**src/hw/rtl/cbfp_pkg.sv**
```systemverilog
package cbfp_pkg;

    localparam logic [15:0] WORD_START    = 16'haa55;
    localparam logic [15:0] WORD_START_CC = 16'haa56;
    localparam logic [15:0] WORD_SWAPPED  = 16'h55aa;
    localparam logic [15:0] WORD_IDLE     = 16'hffff;
    localparam logic [7:0]  LIMIT_RESET   = 8'd30;
    localparam logic [7:0]  COUNT_MAX     = 8'd255;
    localparam int          NUM_FIELDS    = 6;
    localparam logic [2:0]  FIELDS_NORMAL = 3'd5;
    localparam logic [2:0]  FIELDS_CC     = 3'd6;

    typedef enum logic [2:0] {
        PH_HUNT = 3'd0,
        PH_DROP = 3'd1,
        PH_CSUM = 3'd2,
        PH_DATA = 3'd3,
        PH_SEP  = 3'd4
    } t_phase;

    typedef enum logic [1:0] {
        KIND_VALID     = 2'd0,
        KIND_CSUM_ERR  = 2'd1,
        KIND_FRAME_END = 2'd2
    } t_kind;

    typedef enum logic [1:0] {
        EMIT_NONE      = 2'd0,
        EMIT_BLOCK     = 2'd1,
        EMIT_FRAME_END = 2'd2
    } t_emit;

    typedef struct packed {
        t_kind       kind;
        logic [15:0] signature;
        logic [15:0] pos_x;
        logic [15:0] pos_y;
        logic [15:0] box_width;
        logic [15:0] box_height;
        logic [15:0] rotation;
        logic        is_cc;
        logic [7:0]  count;
    } t_result;

    typedef struct packed {
        logic    push;
        t_result data;
    } t_queue_wr;

    typedef struct packed {
        logic full;
        logic empty;
    } t_queue_status;

endpackage

```
**src/hw/rtl/cbfp_byte_if.sv**
```systemverilog
interface cbfp_byte_if;
    logic       valid;
    logic       ready;
    logic [7:0] rx_byte;

    modport source (output valid, output rx_byte, input ready);
    modport sink   (input valid, input rx_byte, output ready);
endinterface

```
**src/hw/rtl/cbfp_cfg_if.sv**
```systemverilog
interface cbfp_cfg_if;
    logic       valid;
    logic       ready;
    logic [7:0] block_limit;

    modport source (output valid, output block_limit, input ready);
    modport sink   (input valid, input block_limit, output ready);
endinterface

```
**src/hw/rtl/cbfp_result_if.sv**
```systemverilog
interface cbfp_result_if;
    logic        valid;
    logic        ready;
    logic [1:0]  result_kind;
    logic [15:0] object_signature;
    logic [15:0] pos_x;
    logic [15:0] pos_y;
    logic [15:0] box_width;
    logic [15:0] box_height;
    logic [15:0] rotation;
    logic        is_color_code;
    logic [7:0]  frame_block_count;

    modport source (output valid, output result_kind, output object_signature,
                    output pos_x, output pos_y, output box_width, output box_height,
                    output rotation, output is_color_code, output frame_block_count,
                    input ready);
    modport sink   (input valid, input result_kind, input object_signature,
                    input pos_x, input pos_y, input box_width, input box_height,
                    input rotation, input is_color_code, input frame_block_count,
                    output ready);
endinterface

```
**src/hw/rtl/cbfp_front.sv**
```systemverilog
module cbfp_front
    import cbfp_pkg::*;
(
    input  logic      i_clk,
    input  logic      i_rst_n,
    input  logic      i_byte_valid,
    input  logic [7:0] i_byte,
    input  logic      i_cfg_write,
    input  logic [7:0] i_cfg_limit,
    output t_queue_wr o_queue_wr
);

    t_phase      r_phase, n_phase;
    logic        r_have_low, n_have_low;
    logic [7:0]  r_low_hold, n_low_hold;
    logic [15:0] r_prev_word, n_prev_word;
    logic        r_cc_mode, n_cc_mode;
    logic [2:0]  r_field_idx, n_field_idx;
    logic [15:0] r_expected_sum, n_expected_sum;
    logic [15:0] r_running_sum, n_running_sum;
    logic [7:0]  r_valid_count, n_valid_count;
    logic [7:0]  r_block_limit;
    logic [15:0] r_field_words [NUM_FIELDS];

    logic [15:0] w_word;
    logic [15:0] w_sum_next;
    logic [2:0]  w_idx_next;
    logic [2:0]  w_num_fields;
    logic [7:0]  w_limit;
    logic        w_is_start;
    logic        w_field_we;
    logic [15:0] w_fields [NUM_FIELDS];
    t_emit       w_emit;

    assign w_word       = {i_byte, r_low_hold};
    assign w_sum_next   = r_running_sum + w_word;
    assign w_idx_next   = r_field_idx + 3'd1;
    assign w_num_fields = r_cc_mode ? FIELDS_CC : FIELDS_NORMAL;
    assign w_limit      = (r_block_limit == 8'd0) ? 8'd1 : r_block_limit;
    assign w_is_start   = (w_word == WORD_START) || (w_word == WORD_START_CC);

    // Next-state logic; a transaction is processed only when a byte is accepted.
    always_comb begin
        n_phase        = r_phase;
        n_have_low     = r_have_low;
        n_low_hold     = r_low_hold;
        n_prev_word    = r_prev_word;
        n_cc_mode      = r_cc_mode;
        n_field_idx    = r_field_idx;
        n_expected_sum = r_expected_sum;
        n_running_sum  = r_running_sum;
        n_valid_count  = r_valid_count;
        w_field_we     = 1'b0;
        w_emit         = EMIT_NONE;
        if (i_byte_valid) begin
            if (r_phase == PH_DROP) begin
                n_phase = PH_HUNT;
            end else if (!r_have_low) begin
                n_low_hold = i_byte;
                n_have_low = 1'b1;
            end else begin
                n_have_low = 1'b0;
                case (r_phase)
                    PH_CSUM: begin
                        if (w_is_start) begin
                            // A start word here closes the frame but keeps parsing.
                            n_cc_mode     = (w_word == WORD_START_CC);
                            n_valid_count = 8'd0;
                            w_emit        = EMIT_FRAME_END;
                        end else if (w_word == 16'd0) begin
                            n_phase       = PH_HUNT;
                            n_prev_word   = WORD_IDLE;
                            n_valid_count = 8'd0;
                            w_emit        = EMIT_FRAME_END;
                        end else begin
                            n_expected_sum = w_word;
                            n_running_sum  = 16'd0;
                            n_field_idx    = 3'd0;
                            n_phase        = PH_DATA;
                        end
                    end
                    PH_DATA: begin
                        w_field_we    = 1'b1;
                        n_running_sum = w_sum_next;
                        n_field_idx   = w_idx_next;
                        if (w_idx_next >= w_num_fields) begin
                            if ((w_sum_next == r_expected_sum) && (r_valid_count != COUNT_MAX))
                            begin
                                n_valid_count = r_valid_count + 8'd1;
                            end
                            n_phase = PH_SEP;
                            w_emit  = EMIT_BLOCK;
                        end
                    end
                    PH_SEP: begin
                        if (w_is_start && (r_valid_count < w_limit)) begin
                            n_cc_mode = (w_word == WORD_START_CC);
                            n_phase   = PH_CSUM;
                        end else begin
                            if (w_is_start) begin
                                n_cc_mode = (w_word == WORD_START_CC);
                            end
                            n_phase       = PH_HUNT;
                            n_prev_word   = WORD_IDLE;
                            n_valid_count = 8'd0;
                            w_emit        = EMIT_FRAME_END;
                        end
                    end
                    default: begin
                        n_phase = PH_HUNT;
                        if ((w_word == 16'd0) && (r_prev_word == 16'd0)) begin
                            n_prev_word = WORD_IDLE;
                        end else if ((w_word == WORD_START) && (r_prev_word == WORD_START))
                        begin
                            n_cc_mode     = 1'b0;
                            n_valid_count = 8'd0;
                            n_phase       = PH_CSUM;
                        end else if ((w_word == WORD_START_CC) &&
                                     (r_prev_word == WORD_START_CC)) begin
                            n_cc_mode     = 1'b1;
                            n_valid_count = 8'd0;
                            n_phase       = PH_CSUM;
                        end else begin
                            if (w_word == WORD_SWAPPED) begin
                                n_phase = PH_DROP;
                            end
                            n_prev_word = w_word;
                        end
                    end
                endcase
            end
        end
    end

    // The last data word of a block is forwarded around the field store.
    always_comb begin
        for (int k = 0; k < NUM_FIELDS; k++) begin
            w_fields[k] = (w_field_we && (r_field_idx == 3'(k))) ? w_word : r_field_words[k];
        end
    end

    always_comb begin
        o_queue_wr      = '0;
        o_queue_wr.data.kind = KIND_FRAME_END;
        case (w_emit)
            EMIT_BLOCK: begin
                o_queue_wr.push            = 1'b1;
                o_queue_wr.data.kind       = (w_sum_next == r_expected_sum) ?
                                             KIND_VALID : KIND_CSUM_ERR;
                o_queue_wr.data.signature  = w_fields[0];
                o_queue_wr.data.pos_x      = w_fields[1];
                o_queue_wr.data.pos_y      = w_fields[2];
                o_queue_wr.data.box_width  = w_fields[3];
                o_queue_wr.data.box_height = w_fields[4];
                o_queue_wr.data.rotation   = r_cc_mode ? w_fields[5] : 16'd0;
                o_queue_wr.data.is_cc      = r_cc_mode;
                o_queue_wr.data.count      = n_valid_count;
            end
            EMIT_FRAME_END: begin
                o_queue_wr.push       = 1'b1;
                o_queue_wr.data.count = r_valid_count;
            end
            default: begin
                o_queue_wr.push = 1'b0;
            end
        endcase
    end

    always_ff @(posedge i_clk) begin
        if (!i_rst_n) begin
            r_phase        <= PH_HUNT;
            r_have_low     <= 1'b0;
            r_low_hold     <= 8'd0;
            r_prev_word    <= WORD_IDLE;
            r_cc_mode      <= 1'b0;
            r_field_idx    <= 3'd0;
            r_expected_sum <= 16'd0;
            r_running_sum  <= 16'd0;
            r_valid_count  <= 8'd0;
            r_block_limit  <= LIMIT_RESET;
        end else begin
            r_phase        <= n_phase;
            r_have_low     <= n_have_low;
            r_low_hold     <= n_low_hold;
            r_prev_word    <= n_prev_word;
            r_cc_mode      <= n_cc_mode;
            r_field_idx    <= n_field_idx;
            r_expected_sum <= n_expected_sum;
            r_running_sum  <= n_running_sum;
            r_valid_count  <= n_valid_count;
            if (i_cfg_write) begin
                r_block_limit <= i_cfg_limit;
            end
        end
    end

    always_ff @(posedge i_clk) begin
        if (w_field_we) begin
            r_field_words[r_field_idx] <= w_word;
        end
    end

endmodule

```
**src/hw/rtl/cbfp_queue.sv**
```systemverilog
module cbfp_queue
    import cbfp_pkg::*;
(
    input  logic          i_clk,
    input  logic          i_rst_n,
    input  t_queue_wr     i_queue_wr,
    input  logic          i_pop,
    output t_queue_status o_status,
    output t_result       o_head
);

    t_result    r_entries [2];
    logic       r_wr_ptr, n_wr_ptr;
    logic       r_rd_ptr, n_rd_ptr;
    logic [1:0] r_count, n_count;
    logic       w_do_pop;

    assign w_do_pop        = i_pop && (r_count != 2'd0);
    assign o_status.full   = (r_count == 2'd2);
    assign o_status.empty  = (r_count == 2'd0);
    assign o_head          = r_entries[r_rd_ptr];

    always_comb begin
        n_wr_ptr = r_wr_ptr;
        n_rd_ptr = r_rd_ptr;
        n_count  = r_count;
        if (i_queue_wr.push) begin
            n_wr_ptr = ~r_wr_ptr;
        end
        if (w_do_pop) begin
            n_rd_ptr = ~r_rd_ptr;
        end
        case ({i_queue_wr.push, w_do_pop})
            2'b10:   n_count = r_count + 2'd1;
            2'b01:   n_count = r_count - 2'd1;
            default: n_count = r_count;
        endcase
    end

    always_ff @(posedge i_clk) begin
        if (!i_rst_n) begin
            r_wr_ptr <= 1'b0;
            r_rd_ptr <= 1'b0;
            r_count  <= 2'd0;
        end else begin
            r_wr_ptr <= n_wr_ptr;
            r_rd_ptr <= n_rd_ptr;
            r_count  <= n_count;
        end
    end

    always_ff @(posedge i_clk) begin
        if (i_queue_wr.push) begin
            r_entries[r_wr_ptr] <= i_queue_wr.data;
        end
    end

endmodule

```
**src/hw/rtl/camera_block_frame_parser.sv**
```systemverilog
// Frame parser for the block protocol of an object-tracking camera.
// i_rx carries received serial bytes, low byte of each word first. A byte is
// taken in every cycle in which i_rx.valid and i_rx.ready are high.
// i_cfg writes the block limit (most valid blocks per frame); it is always
// ready and should be written only while the parser is idle.
// o_res carries one result per transaction: a valid block, a block with a
// checksum error, or a frame end with the count of valid blocks.
// Throughput is one byte per cycle while the queue is not full; the front
// parser updates its state on each accepted byte. A result is written into
// the queue in the cycle in which the byte that completes it is accepted.
// Results wait in a two-entry queue. When the receiver stalls, the queue fills
// and i_rx.ready drops until an entry is taken; no result is lost.
// Reset (synchronous, active low) empties the queue, returns the parser to
// hunting for sync and sets the block limit to 30.
module camera_block_frame_parser
    import cbfp_pkg::*;
(
    input  logic                 i_clk,
    input  logic                 i_rst_n,
    cbfp_byte_if.sink            i_rx,
    cbfp_cfg_if.sink             i_cfg,
    cbfp_result_if.source        o_res
);

    t_queue_wr     w_queue_wr;
    t_queue_status w_status;
    t_result       w_head;
    logic          w_byte_accept;

    assign i_rx.ready    = !w_status.full;
    assign i_cfg.ready   = 1'b1;
    assign w_byte_accept = i_rx.valid && !w_status.full;

    cbfp_front u_front (
        .i_clk        (i_clk),
        .i_rst_n      (i_rst_n),
        .i_byte_valid (w_byte_accept),
        .i_byte       (i_rx.rx_byte),
        .i_cfg_write  (i_cfg.valid),
        .i_cfg_limit  (i_cfg.block_limit),
        .o_queue_wr   (w_queue_wr)
    );

    cbfp_queue u_queue (
        .i_clk      (i_clk),
        .i_rst_n    (i_rst_n),
        .i_queue_wr (w_queue_wr),
        .i_pop      (o_res.ready),
        .o_status   (w_status),
        .o_head     (w_head)
    );

    assign o_res.valid             = !w_status.empty;
    assign o_res.result_kind       = w_head.kind;
    assign o_res.object_signature  = w_head.signature;
    assign o_res.pos_x             = w_head.pos_x;
    assign o_res.pos_y             = w_head.pos_y;
    assign o_res.box_width         = w_head.box_width;
    assign o_res.box_height        = w_head.box_height;
    assign o_res.rotation          = w_head.rotation;
    assign o_res.is_color_code     = w_head.is_cc;
    assign o_res.frame_block_count = w_head.count;

    // A result leaves the port only through a completed transaction.
    a_valid_drop_needs_ready: assert property (@(posedge i_clk) disable iff (!i_rst_n)
        $fell(o_res.valid) |-> $past(o_res.ready))
        else $error("result dropped without a transaction");

    a_frame_end_fields_zero: assert property (@(posedge i_clk) disable iff (!i_rst_n)
        (o_res.valid && (o_res.result_kind == KIND_FRAME_END)) |->
        ((o_res.object_signature == 16'd0) && (o_res.rotation == 16'd0) &&
         (o_res.is_color_code == 1'b0)))
        else $error("frame end carries block fields");

    a_normal_block_no_angle: assert property (@(posedge i_clk) disable iff (!i_rst_n)
        (o_res.valid && !o_res.is_color_code) |-> (o_res.rotation == 16'd0))
        else $error("normal block carries an angle");

    a_no_push_when_full: assert property (@(posedge i_clk) disable iff (!i_rst_n)
        w_queue_wr.push |-> !w_status.full)
        else $error("result written into a full queue");

endmodule

```
**src/flat_wrapper.sv**
```systemverilog
// flat-port wrapper written by rule: the top's interface ports become plain ports
module camera_block_frame_parser_flat import cbfp_pkg::*;
  (i_clk, i_rst_n, i_rx_valid, i_rx_rx_byte, i_rx_ready, i_cfg_valid, i_cfg_block_limit, i_cfg_ready, o_res_valid, o_res_result_kind, o_res_object_signature, o_res_pos_x, o_res_pos_y, o_res_box_width, o_res_box_height, o_res_rotation, o_res_is_color_code, o_res_frame_block_count, o_res_ready);
  cbfp_byte_if i_rx_i ();
  cbfp_cfg_if i_cfg_i ();
  cbfp_result_if o_res_i ();
  input  logic i_clk;
  input  logic i_rst_n;
  input wire logic [$bits(i_rx_i.valid)-1:0] i_rx_valid;
  input wire logic [$bits(i_rx_i.rx_byte)-1:0] i_rx_rx_byte;
  output wire logic [$bits(i_rx_i.ready)-1:0] i_rx_ready;
  input wire logic [$bits(i_cfg_i.valid)-1:0] i_cfg_valid;
  input wire logic [$bits(i_cfg_i.block_limit)-1:0] i_cfg_block_limit;
  output wire logic [$bits(i_cfg_i.ready)-1:0] i_cfg_ready;
  output wire logic [$bits(o_res_i.valid)-1:0] o_res_valid;
  output wire logic [$bits(o_res_i.result_kind)-1:0] o_res_result_kind;
  output wire logic [$bits(o_res_i.object_signature)-1:0] o_res_object_signature;
  output wire logic [$bits(o_res_i.pos_x)-1:0] o_res_pos_x;
  output wire logic [$bits(o_res_i.pos_y)-1:0] o_res_pos_y;
  output wire logic [$bits(o_res_i.box_width)-1:0] o_res_box_width;
  output wire logic [$bits(o_res_i.box_height)-1:0] o_res_box_height;
  output wire logic [$bits(o_res_i.rotation)-1:0] o_res_rotation;
  output wire logic [$bits(o_res_i.is_color_code)-1:0] o_res_is_color_code;
  output wire logic [$bits(o_res_i.frame_block_count)-1:0] o_res_frame_block_count;
  input wire logic [$bits(o_res_i.ready)-1:0] o_res_ready;
  assign i_rx_i.valid = i_rx_valid;
  assign i_rx_i.rx_byte = i_rx_rx_byte;
  assign i_rx_ready = i_rx_i.ready;
  assign i_cfg_i.valid = i_cfg_valid;
  assign i_cfg_i.block_limit = i_cfg_block_limit;
  assign i_cfg_ready = i_cfg_i.ready;
  assign o_res_valid = o_res_i.valid;
  assign o_res_result_kind = o_res_i.result_kind;
  assign o_res_object_signature = o_res_i.object_signature;
  assign o_res_pos_x = o_res_i.pos_x;
  assign o_res_pos_y = o_res_i.pos_y;
  assign o_res_box_width = o_res_i.box_width;
  assign o_res_box_height = o_res_i.box_height;
  assign o_res_rotation = o_res_i.rotation;
  assign o_res_is_color_code = o_res_i.is_color_code;
  assign o_res_frame_block_count = o_res_i.frame_block_count;
  assign o_res_i.ready = o_res_ready;
  camera_block_frame_parser u_core (.i_clk(i_clk), .i_rst_n(i_rst_n), .i_rx(i_rx_i), .i_cfg(i_cfg_i), .o_res(o_res_i));
endmodule
```
**config.mk**
```make
export PLATFORM = sky130hd
export DESIGN_NAME = camera_block_frame_parser_flat
export DESIGN_NICKNAME = d
export VERILOG_FILES = /design/src/hw/rtl/cbfp_pkg.sv /design/src/hw/rtl/cbfp_byte_if.sv /design/src/hw/rtl/cbfp_cfg_if.sv /design/src/hw/rtl/cbfp_result_if.sv /design/src/hw/rtl/cbfp_front.sv /design/src/hw/rtl/cbfp_queue.sv /design/src/hw/rtl/camera_block_frame_parser.sv /design/src/flat_wrapper.sv
export SDC_FILE = /design/constraint.sdc
export NUM_CORES = 1
export LEC_CHECK = 0
export ABC_CLOCK_PERIOD_IN_PS = 11980
export BUFFER_PORTS_ARGS = -buffer_cell sky130_fd_sc_hd__clkbuf_2
export CAP_MARGIN = 40
export CORE_UTILIZATION = 59
export DETAILED_ROUTE_END_ITERATION = 8
export GPL_ROUTABILITY_DRIVEN = 0
export PLACE_DENSITY = 0.75
export SETUP_SLACK_MARGIN = 0.5
export SLEW_MARGIN = 20
export SYNTH_ARGS = -nofsm -noshare
export SYNTH_HDL_FRONTEND = slang
export SYNTH_SLANG_ARGS = --single-unit
```
**constraint.sdc**
```tcl
create_clock -name i_clk -period 11.98 [get_ports i_clk]
set_input_delay 1.198 -clock i_clk [delete_from_list [all_inputs] [get_ports i_clk]]
set_output_delay 1.198 -clock i_clk [all_outputs]
set_load 0.02 [all_outputs]
```
==> run metrics <==
outcome=completed; Post-Layout Cell Count=1983; largest net degree at the start of global routing=62; largest area contributor in the netlist=edfxtp_1; placed cell count=1910; r2r endpoint=u_core.u_queue.r_entries[0][93]$_DFFE_PP_; initial antenna violation count=0; Slew @ Worst Pin=0.817 ns; Routed WL=40.6 mm; placed inst area=18600 µm²; Sink Count=395; via count=12000; area grow syn2layout=12.3%; io pins=131; syn_nets=1524; DRC viols=0; max cap viols=0; Setup crit start kind=primary input; peak fanout along the critical path=46; Post-synth top cells=310 x edfxtp_1, 247 x nand2_1, 130 x a21oi_1; Vias/cell=6.04; CTS max path bufs=3; number of H-tree levels=2; Rows=62; Reg2Reg Depth=13; DR WL/cell=20.5 µm; hold_sp=u_core.u_front.r_running_sum[2]$_SDFFE_PN0P_; top cell type's share of synthesized area=0.528; Worst-Skew Late Latency=0.53 ns; area of the mapped netlist=17600 µm²; Min-Delay Endpoint=u_core.u_front.r_running_sum[2]$_SDFFE_PN0P_; hold_buf cts=0; post-synthesis async set-or-reset flop share=0; die height=175 µm; Max Freq=187 MHz; first-pass GRT wire length=63.1 mm; Finish-stage setup viols=0; fin. max-slew vios=0; final hold violation count=0; yosys warns=0; nets=1624; unrepaired setup endpoints after global routing=no; minimum clock period=5.34 ns; vias in the first global route=11500; Cell variety after synth=87; Post-DP HPWL=25.5 mm; top_reg_cell synth=edfxtp_1; share of layout cells above drive strength 1=0.219; core box area=29000 µm²; setup_tns=0 ns; Final Skew=0.0143 ns; n_diodes=0; Post-Syn Area per Cell=12.0 µm²; CTS tree=yes; Power Dens Cells=136 nW/µm²; Tightest Hold Check Type=flop to flop; kind of critical path=primary input to flop; hold path depth=2; Slew HR=0.455; sequential area share after synthesis=0.625; R2R setup slack=7.28 ns; initial DRC count=1116; Period Utilization, post-route=0.445; Die ar.=30600 µm²; #FFs+latches synth=395; most numerous cell in the Yosys netlist=edfxtp_1; WP data required=12.15 ns; P_leak=0.00645 µW; number of enable flip-flop cells after synthesis=310; Overall Global Routing Usage=0.266; ranking of synthesized cells by area=edfxtp_1 53%, dfxtp_1 9.7%, mux2_2 7.0%; antenna viol nets, final=0; Setup Fix Bufs, Post-CTS=0; CTS buffer count=40; arrival time at the worst endpoint=5.50 ns; maximum vdd drop=0.109 mV; first-pass iteration count of the detailed router=7; final instance area=19800 µm²; total gr overflow=0; nature of the critical path endpoint=flop; Mapped Cells=1469; Die Width=175 µm; starting density of the core=0.608; Root Driver=clkbuf_16; IO Port Bufs=129; post-CTS sizing=0; RR Startpoint=u_core.u_front.r_valid_count[5]$_SDFF_PN0_; clk slew on worst S/H paths=0.05 ns
==> worst max-delay path, stage by stage <==
cell	delay, ns
clkbuf_2	0.34
nor4_1	0.45
nand4_1	0.25
nor2_2	0.33
nand2_1	0.12
or2_1	0.25
nand3_1	0.09
a211o_1	0.14
inv_1	0.05
ha_1	0.45
nor2_4	0.54
buf_4	0.59
buf_4	0.60
==> registers in the layout, indices dropped and copies added, names as in the netlist, named ones only <==
signal                         count
u_core.u_front.r_field_idx         3
u_core.u_front.r_expected_sum     16
u_core.u_queue.r_rd_ptr            1
u_core.u_front.r_prev_word        16
u_core.u_front.r_field_words      96
u_core.u_queue.r_entries         214
u_core.u_front.r_cc_mode           1
u_core.u_front.r_block_limit       8
u_core.u_front.r_running_sum      16
u_core.u_front.r_valid_count       8
u_core.u_front.r_phase             3
u_core.u_front.r_low_hold          8
u_core.u_queue.r_wr_ptr            1
u_core.u_queue.r_count             2
u_core.u_front.r_have_low          1
==> final cells by class <==
class | count | area [µm²]
tap | 384 | 480
timing repair buffer | 157 | 903
inverter | 27 | 101
sequential | 395 | 11000
multi-input combinational | 948 | 6120
fill | 2135 | 9220
clock buffer | 52 | 1070
clock inverter | 20 | 108
==> cells in the final DEF, fill, tap and decap left out, drive strengths merged, types with 29 or more instances in the layout <==
cell type / synthesis / layout
ha: 33 / 33
mux2i: 30 / 30
nor3: 29 / 29
a21oi: 132 / 132
clkbuf: 88 / 181
nand2: 247 / 247
dfxtp: 85 / 85
o21ai: 36 / 36
mux2: 109 / 109
edfxtp: 310 / 310
nor2: 105 / 105
==> power breakdown <==
| part | total, µW | switching [µW] | internal, µW |
|---|---|---|---|
| registers | 1480 | 5.84 | 1470 |
| clock network | 1130 | 498 | 630 |
| logic | 84.4 | 58.3 | 26.0 |
| total | 2690 | 562 | 2130 |
==> per-layer routing <==
metal	part of all wire	track usage	up-vias
li1	-	-	5535
met5	0	0	-
met1	0.42	0.371	5866
met3	0.074	0.0333	61
met4	0.018	0.0678	0
met2	0.49	0.442	523
==> worst max path at each step <==
| stage | end | slack (ns) | cells past startpoint | startpoint |
|---|---|---|---|---|
| 6_report | u_core.u_queue.r_entries[0][93]$_DFFE_PP_ | 6.64 | 13 | i_rx_rx_byte[2] |
| 5_1_grt | u_core.u_queue.r_entries[0][24]$_DFFE_PP_ | 6.33 | 13 | i_rx_rx_byte[0] |
| 4_1_cts | u_core.u_queue.r_entries[0][93]$_DFFE_PP_ | 6.66 | 13 | i_rx_rx_byte[0] |
| 3_5_place_dp | u_core.u_queue.r_entries[0][96]$_DFFE_PP_ | 6.12 | 13 | i_rx_rx_byte[0] |
| 3_3_place_gp | u_core.u_queue.r_entries[0][100]$_DFFE_PP_ | 6.15 | 13 | i_rx_rx_byte[0] |
| 2_1_floorplan | u_core.u_queue.r_entries[1][0]$_DFFE_PP_ | 3.63 | 11 | i_rx_rx_byte[0] |
==> stage by stage <==
step                 util  setup slack [ns]  power, µW  hold slack (ns)
floorplan               -              3.63       1560            0.458
global placement    0.639              6.15       1580            0.471
detailed placement  0.641              6.12       1590            0.491
CTS                 0.682              6.66       2700            0.503
global route        0.682              6.33       2760            0.536
finish              0.682              6.64       2690            0.499
==> kinds of logic after synthesis <==
family / after synthesis / share of synthesized area
and+or+nand+nor: 488 / 0.124
DFF: 395 / 0.625
AOI/OAI and AO/OA: 251 / 0.0898
muxes: 139 / 0.0867
buffers and inverters: 126 / 0.0308
xor gates and xnor gates: 35 / 0.0199
adders and majority gates: 34 / 0.0246
other: 1 / 0.000213
No activity file was read; power rests on OpenSTA's default activity.
